File: src/hw/rtl/lcuvh_pkg.sv
// Shared constants, codes and types of the luma-corrected UV histogram.
package lcuvh_pkg;

  localparam int BINS_PER_AXIS = 64;
  localparam int COUNT_W       = 32;
  localparam int BIN_W         = (BINS_PER_AXIS > 1) ? $clog2(BINS_PER_AXIS) : 1;
  localparam int DEPTH         = BINS_PER_AXIS * BINS_PER_AXIS;
  localparam int ADDR_W        = (DEPTH > 1) ? $clog2(DEPTH) : 1;

  localparam int CHROMA_W  = 8;
  localparam int LUMA_W    = 8;
  // |c - 128| * 64 reaches 8192
  localparam int MAG_W     = 14;
  localparam int DIV_STEPS = MAG_W;
  localparam int STEP_W    = $clog2(DIV_STEPS);

  localparam int CFG_IDX_W  = 2;
  localparam int CFG_DATA_W = 9;

  localparam logic OP_ACCUM = 1'b0;
  localparam logic OP_QUERY = 1'b1;

  localparam logic [CFG_IDX_W-1:0] CFG_BIN_SIZE = 2'd0;
  localparam logic [CFG_IDX_W-1:0] CFG_MIN_LUMA = 2'd1;
  localparam logic [CFG_IDX_W-1:0] CFG_MAX_LUMA = 2'd2;

  typedef struct packed {
    logic              start;
    logic [LUMA_W-1:0] divisor;
    logic [MAG_W-1:0]  dividend_u;
    logic [MAG_W-1:0]  dividend_v;
  } div_req_t;

  typedef struct packed {
    logic             done;
    logic [MAG_W-1:0] quot_u;
    logic [MAG_W-1:0] quot_v;
  } div_rsp_t;

  typedef struct packed {
    logic               en;
    logic [ADDR_W-1:0]  addr;
    logic [COUNT_W-1:0] data;
  } ram_wr_t;

endpackage

File: src/hw/rtl/lcuvh_div.sv
// Two-lane restoring divider: chroma magnitudes by luma, one quotient bit a cycle.
module lcuvh_div (
  input  logic                clk,
  input  logic                rst,
  input  lcuvh_pkg::div_req_t req,
  output lcuvh_pkg::div_rsp_t rsp
);
  import lcuvh_pkg::*;

  logic                busy;
  logic                done;
  logic [STEP_W-1:0]   step;
  logic [LUMA_W-1:0]   divisor;
  logic [LUMA_W-1:0]   rem_u, rem_v;
  logic [MAG_W-1:0]    quo_u, quo_v;
  logic [LUMA_W+MAG_W-1:0] nxt_u, nxt_v;

  // shift in one dividend bit, subtract when it fits
  function automatic logic [LUMA_W+MAG_W-1:0] div_step(
    input logic [LUMA_W-1:0] rem,
    input logic [MAG_W-1:0]  quo,
    input logic [LUMA_W-1:0] den
  );
    logic [LUMA_W:0]   trial;
    logic [LUMA_W-1:0] rem_n;
    logic              bit_n;
    trial = {rem, quo[MAG_W-1]};
    if (trial >= {1'b0, den}) begin
      rem_n = LUMA_W'(trial - {1'b0, den});
      bit_n = 1'b1;
    end else begin
      rem_n = trial[LUMA_W-1:0];
      bit_n = 1'b0;
    end
    return {rem_n, quo[MAG_W-2:0], bit_n};
  endfunction

  assign nxt_u = div_step(rem_u, quo_u, divisor);
  assign nxt_v = div_step(rem_v, quo_v, divisor);

  always_ff @(posedge clk) begin
    if (rst) begin
      busy <= 1'b0;
      done <= 1'b0;
      step <= '0;
    end else begin
      done <= 1'b0;
      if (req.start) begin
        busy <= 1'b1;
        step <= '0;
      end else if (busy) begin
        step <= step + 1'b1;
        if (step == STEP_W'(DIV_STEPS - 1)) begin
          busy <= 1'b0;
          done <= 1'b1;
        end
      end
    end
  end

  always_ff @(posedge clk) begin
    if (req.start) begin
      divisor <= req.divisor;
      rem_u   <= '0;
      rem_v   <= '0;
      quo_u   <= req.dividend_u;
      quo_v   <= req.dividend_v;
    end else if (busy) begin
      {rem_u, quo_u} <= nxt_u;
      {rem_v, quo_v} <= nxt_v;
    end
  end

  assign rsp.done   = done;
  assign rsp.quot_u = quo_u;
  assign rsp.quot_v = quo_v;

endmodule

File: config.mk
export PLATFORM = sky130hd
export DESIGN_NAME = lcuvh_div
export DESIGN_NICKNAME = d
export VERILOG_FILES = /design/src/hw/rtl/lcuvh_pkg.sv /design/src/hw/rtl/lcuvh_div.sv
export SDC_FILE = /design/constraint.sdc
export NUM_CORES = 1
export LEC_CHECK = 0
export CAP_MARGIN = 10
export CORE_MARGIN = 4
export CORE_UTILIZATION = 57
export DETAILED_ROUTE_END_ITERATION = 10
export DONT_BUFFER_PORTS = 1
export PLACE_DENSITY = 0.75
export SYNTH_ARGS = -nofsm -noshare
export SYNTH_HDL_FRONTEND = slang
export SYNTH_SLANG_ARGS = --single-unit
File: constraint.sdc
create_clock -name clk -period 1.95 [get_ports clk]
set_input_delay 0.0975 -clock clk [delete_from_list [all_inputs] [get_ports clk]]
set_output_delay 0.0975 -clock clk [all_outputs]
set_load 0.1 [all_outputs]
==> results of run 1 <==
==> worst max-delay path by stage <==
stage                     slack, ps  endpoint  cells after the start
after CTS                        -5  rem_u[0]                      8
after detailed placement        -70  rem_u[0]                      8
after global routing           -310  rem_u[0]                      8
after global placement           10  rem_v[6]                      9
after floorplan                -470  rem_u[0]                      9
final                          -240  rem_u[0]                      8
==> flip-flops by register name, indices dropped and copies added, names as in the netlist <==
register and flops:
busy 1, divisor 8, done 1, quo_u 14, quo_v 14, rem_u 8
rem_v 8, step 4
==> Yosys cell counts, drive strengths merged <==
cell type   n  share of area
a211oi      7          0.018
a21oi      19          0.030
a22o        1         0.0027
a32o        1         0.0031
a32oi       4          0.011
and3        1         0.0019
buf        33          0.072
clkbuf      4         0.0046
dfxtp      22           0.14
edfxtp     36           0.33
fa          2          0.012
ha         18          0.069
inv        17          0.020
mux2       28          0.098
mux2i       5          0.015
nand2      14          0.017
nand2b      6          0.012
nand3       4         0.0061
nand3b      1         0.0023
nand4       4         0.0077
nand4b      1         0.0027
nor2       23          0.026
nor2b       6          0.012
nor3        2         0.0031
o211ai      2         0.0046
o21a        4         0.0092
o21ai      15          0.024
o221ai      1         0.0027
o311ai      2         0.0054
o31a        2         0.0054
o31ai       4         0.0092
or2         1         0.0019
or2b        1         0.0023
or3         1         0.0019
xnor2       5          0.013
xor2        3         0.0081
==> metal layers <==
metal | routed length (um) | part of all wire | vias up
met3 | 1229 | 0.11 | 82
met5 | 0 | 0 | -
met2 | 5635 | 0.48 | 286
li1 | - | - | 1207
met1 | 4015 | 0.34 | 1406
met4 | 786 | 0.067 | 0
==> power groups by stage <==
stage	clock (mW)	combinational [mW]	sequential, mW
4_1_cts	1.50	1.11	1.48
3_5_place_dp	0	1.00	1.50
5_1_grt	1.60	1.35	1.51
3_3_place_gp	0	0.992	1.49
2_1_floorplan	0	0.864	1.51
6_report	1.56	1.31	1.50
==> timing repair <==
| action | CTS | global route |
|---|---|---|
| pin swaps | 3 | 12 |
| gates cloned | 0 | 1 |
| hold buffers | 39 | 1 |
| endpoints found under the setup margin | 5 | 17 |
| buffers inserted | 2 | 12 |
| resized for setup | 8 | 42 |
| hold endpoints to repair | 48 | 1 |
==> kinds of logic (layout without fill, tap and decap cells) <==
group / after synthesis / in the layout
AO/OA/AOI/OAI: 62 / 62
XOR/XNOR: 8 / 8
adder cells (fa/ha/maj): 20 / 20
buffers and inverters: 54 / 134
flip-flops: 58 / 58
multiplexers: 33 / 33
AND/OR/NAND/NOR: 65 / 65
==> metrics by stage <==
step                setup TNS [ps]  hold slack (ps)
floorplan                    -5558            169.9
global placement                 0            172.2
detailed placement          -158.7            172.3
CTS                         -11.32            1.221
global route                 -2856           -11.03
finish                       -1920           -25.34
==> cell type report <==
type                       count  area, sq um  share of cell area
multi-input combinational    188         1649              0.3689
sequential                    58         1521              0.3403
timing repair buffer         101        879.6              0.1968
clock buffer                  11        141.4             0.03163
clock inverter                 5        125.1             0.02799
tap                           72        90.09             0.02015
inverter                      17        63.81             0.01427
==> worst max-delay path: stages, from the launching register on <==
cell	delay (ps)
edfxtp_1	380
inv_1	110
ha_2	400
inv_1	110
nor2_1	160
nand4_1	170
and3_4	220
mux2_4	320
a211oi_4	230
==> run_results.csv, run 1 <==
group,metric,value,unit
die,core_area,5540,sq um
power_and_ir_drop,comb_power_share,0.299,
placed_design,port_buffers,0,
clock_network,cts_root_buffer,"clkbuf_8",
power_and_ir_drop,p_switching,1.508,mW
route,drc,0,
status,status,"complete, but fails checks",
worst_setup_path,crit_start,"divisor[7]",
sta,post-route-period-util,1.126,
placed_design,place_inst,382,
placed_design,gp_congestion,0.7940,
finish,stdcell_area,4471,sq um
sta,fin_ws,-244.8,ps
die,fp.dieArea,6995,sq um
synth,ys_warn_count,0,
finish,final_common_cell,"buf_4",
sta,clock.fmax,455.6,MHz
finish,syn2layout_area_growth,37.11,%
route,ant_nets,0,
worst_setup_path,cp_max_fo,4,
finish,final_cell_mix,"buf_4, dlygate4sd3_1, edfxtp_1",
worst_setup_path,r2r-start,"divisor[7]",
synth,synthAdderAreaFrac,0.08135,
die,fp.dieW,83.64,um
min_path,min_to,"quo_v[13]",
die,die_y,83.64,um
power_and_ir_drop,peakVddDrop,1.028,mV
grt,met1_usage,0.3323,
power_and_ir_drop,seqPwrFrac,0.343,
grt,first_global_vias,2850,
min_path,min_path_type,"in -> reg",
sta,final_hold_viol_count,2,
route,drt_wl_total,11670,um
route,drt_iter0_drc,381,
clock_network,path_clk_slew,70,ps
sta,setup_viol,15,
finish,nNetsFinal,434,
placed_design,placed_cell_area,3493,sq um
synth,syn_nets,359,
grt,grt_overflow_total,0,
synth,synth_top_family_by_area,"compound AO/OA/AOI/OAI gates",
clock_network,cts_buffer_depth,2,
grt,gr-usage-met3,0.07700,
route,via_per_inst,6.595,
route,wire_per_inst,25.81,um
power_and_ir_drop,p_sw_frac,0.3453,
synth,netlist_instances,300,
synth,synthMuxAreaShare,0.1132,
die,io_pins,68,
power_and_ir_drop,power.clock.fraction,0.358,
synth,syn_area,3261,sq um
die,row_count,27,
placed_design,pre_cts_slack,-74.41,ps
sta,skew,14.04,ps
grt,grt_pass1_wl,15400,um
die,start_util,0.5885,
min_path,hold_depth,1,
grt,grt_usage,0.2861,
status,violations,"negative hold slack, negative setup slack",
route,drtPass1Iterations,6,
grt,top_usage_layer,"met2",
grt,grt_antenna_before_repair,0,
clock_network,cts_max_level,3,
worst_setup_path,crit_required,2220,ps
synth,synth-xor-area-share,0.02149,
worst_setup_path,worst_setup_path_start_kind,"flop",
worst_setup_path,critPathArrivalTime,2470,ps
synth,ys_types,46,
synth,synth_seq_cells,58,
finish,post-route-util,0.8069,
clock_network,cts_sinks,58,
finish,drive_above_1_share,0.3974,
sta,relSlewSlack,0.5284,
worst_setup_path,crit_type,"reg -> reg",
finish,fillCellCount,253,
worst_setup_path,reg2reg_slack,-240,ps
grt,grt_max_degree,33,
finish,num_antenna_cells,0,
synth,synth-seq-area-share,0.4666,
clock_network,cts_tree,"built",
sta,slew_viol_final,0,
sta,worstMarginPinSlew,704.9,ps
grt,use_met2,0.4765,
worst_setup_path,worst_r2r_endpoint,"rem_u[0]",
power_and_ir_drop,p_int,2.860,mW
synth,synth-compound-area-share,0.1251,
synth,yosys.area_share.simple,0.09632,
sta,holdWs,-25.34,ps
job,max_cap_viol_count,0,
min_path,min_from,"req[36]",
power_and_ir_drop,total_power,4.368,mW
route,vias,2981,
worst_setup_path,r2r_cells,8,
placed_design,dp_hpwl,4708,um
sta,fin_crit,2195,ps
power_and_ir_drop,pwr_density_cell,977.1,nW/um^2
power_and_ir_drop,p_leak,1.775,nW
synth,syn_area_per_cell,10.87,sq um
sta,rsz0062_at_grt,"yes",
clock_network,clk_latency,370,ps
worst_setup_path,crit_path_end_kind,"flop",
clock_network,cts_made_buffers,9,
finish,final_cells,452,
Power figures use the tool's default switching activity.
==> run 2, diff against run 1 <==
--- a/config.mk
+++ b/config.mk
@@ -5,12 +5,13 @@
 export SDC_FILE = /design/constraint.sdc
 export NUM_CORES = 1
 export LEC_CHECK = 0
+export BUFFER_PORTS_ARGS = -buffer_cell sky130_fd_sc_hd__buf_2
 export CAP_MARGIN = 10
 export CORE_MARGIN = 4
-export CORE_UTILIZATION = 57
+export CORE_UTILIZATION = 50
 export DETAILED_ROUTE_END_ITERATION = 10
-export DONT_BUFFER_PORTS = 1
-export PLACE_DENSITY = 0.75
+export PLACE_DENSITY = 0.77
+export SLEW_MARGIN = 40
 export SYNTH_ARGS = -nofsm -noshare
 export SYNTH_HDL_FRONTEND = slang
 export SYNTH_SLANG_ARGS = --single-unit
==> run_results.csv, run 2 (synthesized netlist as in run 1, its figures left out) <==
group,metric,value,unit
placed_design,pre_cts_slack,-72.93,ps
worst_setup_path,crit_start,"divisor[0]",
clock_network,path_clk_slew,70,ps
sta,rsz0062_at_grt,"yes",
placed_design,gp_congestion,0.9311,
finish,post-route-util,0.6449,
grt,grt_max_degree,28,
sta,clock.fmax,488.4,MHz
sta,setup_viol,2,
worst_setup_path,worst_setup_path_start_kind,"flop",
worst_setup_path,crit_path_end_kind,"flop",
placed_design,dp_hpwl,5047,um
finish,syn2layout_area_growth,25.59,%
sta,finalSetupTns,-146.1,ps
worst_setup_path,cp_max_fo,2,
finish,final_common_cell,"buf_2",
route,drt_wl_total,7308,um
die,start_util,0.5135,
sta,final_hold_viol_count,0,
grt,gr-usage-met3,0.05959,
clock_network,cts_made_buffers,9,
sta,relSlewSlack,0.5934,
power_and_ir_drop,total_power,3.780,mW
finish,drive_above_1_share,0.4456,
worst_setup_path,cpMaxStageDelayCell,"edfxtp_1",
route,ant_nets,0,
status,status,"complete, but fails checks",
route,via_per_inst,5.423,
finish,reg_top3,"quo_u: 14 flops, quo_v: 14 flops",
worst_setup_path,r2r-start,"divisor[0]",
sta,worstMarginPinSlew,607.7,ps
die,core_area,6350,sq um
power_and_ir_drop,peakVddDrop,0.6141,mV
min_path,min_from,"req[27]",
route,vias,2462,
worst_setup_path,slowest_delay,480,ps
worst_setup_path,critPathArrivalTime,2280,ps
clock_network,cts_max_level,3,
sta,slew_viol_final,0,
die,io_pins,68,
clock_network,cts_root_buffer,"clkbuf_8",
grt,grt_antenna_before_repair,0,
grt,grt_overflow_total,0,
die,row_count,29,
clock_network,cts_tree,"built",
grt,grt_pass1_wl,11370,um
worst_setup_path,crit_buf_inv,0,
worst_setup_path,path_cells,"ha_4, fa_2, nor2b_2, o31a_1, o21a_1, or3_1, a21oi_2, o31ai_1",
die,die_y,88.76,um
route,wire_per_inst,16.10,um
status,violations,"negative setup slack",
grt,first_global_vias,2398,
route,drt_iter0_drc,117,
power_and_ir_drop,pwr_density_cell,923.1,nW/um^2
placed_design,port_buffers,67,
grt,top_usage_layer,"met2",
worst_setup_path,crit_type,"reg -> reg",
job,max_cap_viol_count,0,
route,drtPass1Iterations,4,
clock_network,cts_buffer_depth,2,
die,fp.dieW,88.76,um
grt,grt_usage,0.1918,
min_path,min_path_type,"in -> reg",
worst_setup_path,crit_family,"compound AO/OA/AOI/OAI gates",
power_and_ir_drop,p_leak,1.682,nW
finish,final_cell_mix,"buf_2, edfxtp_1, mux2_2",
clock_network,cts_sinks,58,
sta,fin_ws,-97.59,ps
finish,num_antenna_cells,0,
sta,fin_crit,2048,ps
sta,skew,7.293,ps
die,fp.dieArea,7877,sq um
grt,use_met2,0.2888,
route,drc,0,
sta,holdWs,56.09,ps
sta,post-route-period-util,1.050,
worst_setup_path,crit_required,2180,ps
clock_network,clk_latency,340,ps
grt,met1_usage,0.2552,
finish,nNetsFinal,431,
-- run 2: metal layers --
layer | vias to the layer above | share of wire
met4 | 0 | 0.030
met1 | 1146 | 0.42
met5 | - | 0
li1 | 1209 | -
met3 | 22 | 0.069
met2 | 85 | 0.48
-- run 2: area by class of cell --
| type | instances | area [sq um] |
|---|---|---|
| tap | 77 | 96.34 |
| clock buffer | 10 | 127.6 |
| sequential | 58 | 1521 |
| fill | 459 | 2255 |
| clock inverter | 6 | 81.33 |
| inverter | 17 | 63.81 |
| timing repair buffer | 98 | 613.1 |
| multi-input combinational | 188 | 1592 |
-- run 2: final timing paths --
path,end,slack (ps),cells after the start
worst min-delay path,quo_u[13],60,2
worst max register to register,rem_v[6],-100,8
worst max-delay path,rem_v[6],-100,8
worst min register to register,rem_u[7],470,2
-- run 2: power breakdown --
group	leakage, nW	internal, mW	switching, mW	total, mW
registers	0.540	1.42	0.0564	1.47
logic	1.04	0.347	0.771	1.12
clock network	0.105	0.711	0.478	1.19
-- run 2: repair_timing --
action	4_1_cts	5_1_grt
setup endpoints to repair	7	14
hold buffers	9	0
gates resized for setup	9	29
pin swaps	2	16
cloned	0	1
setup buffers	0	3
endpoints found under the hold margin	9	0
-- run 2: metrics by stage --
stage               instances  instance area (sq um)
finish                    454                   4095
global route              454                   4095
CTS                       450                   3948
detailed placement        425                   3620
global placement          425                   3617
floorplan                 300                   3306
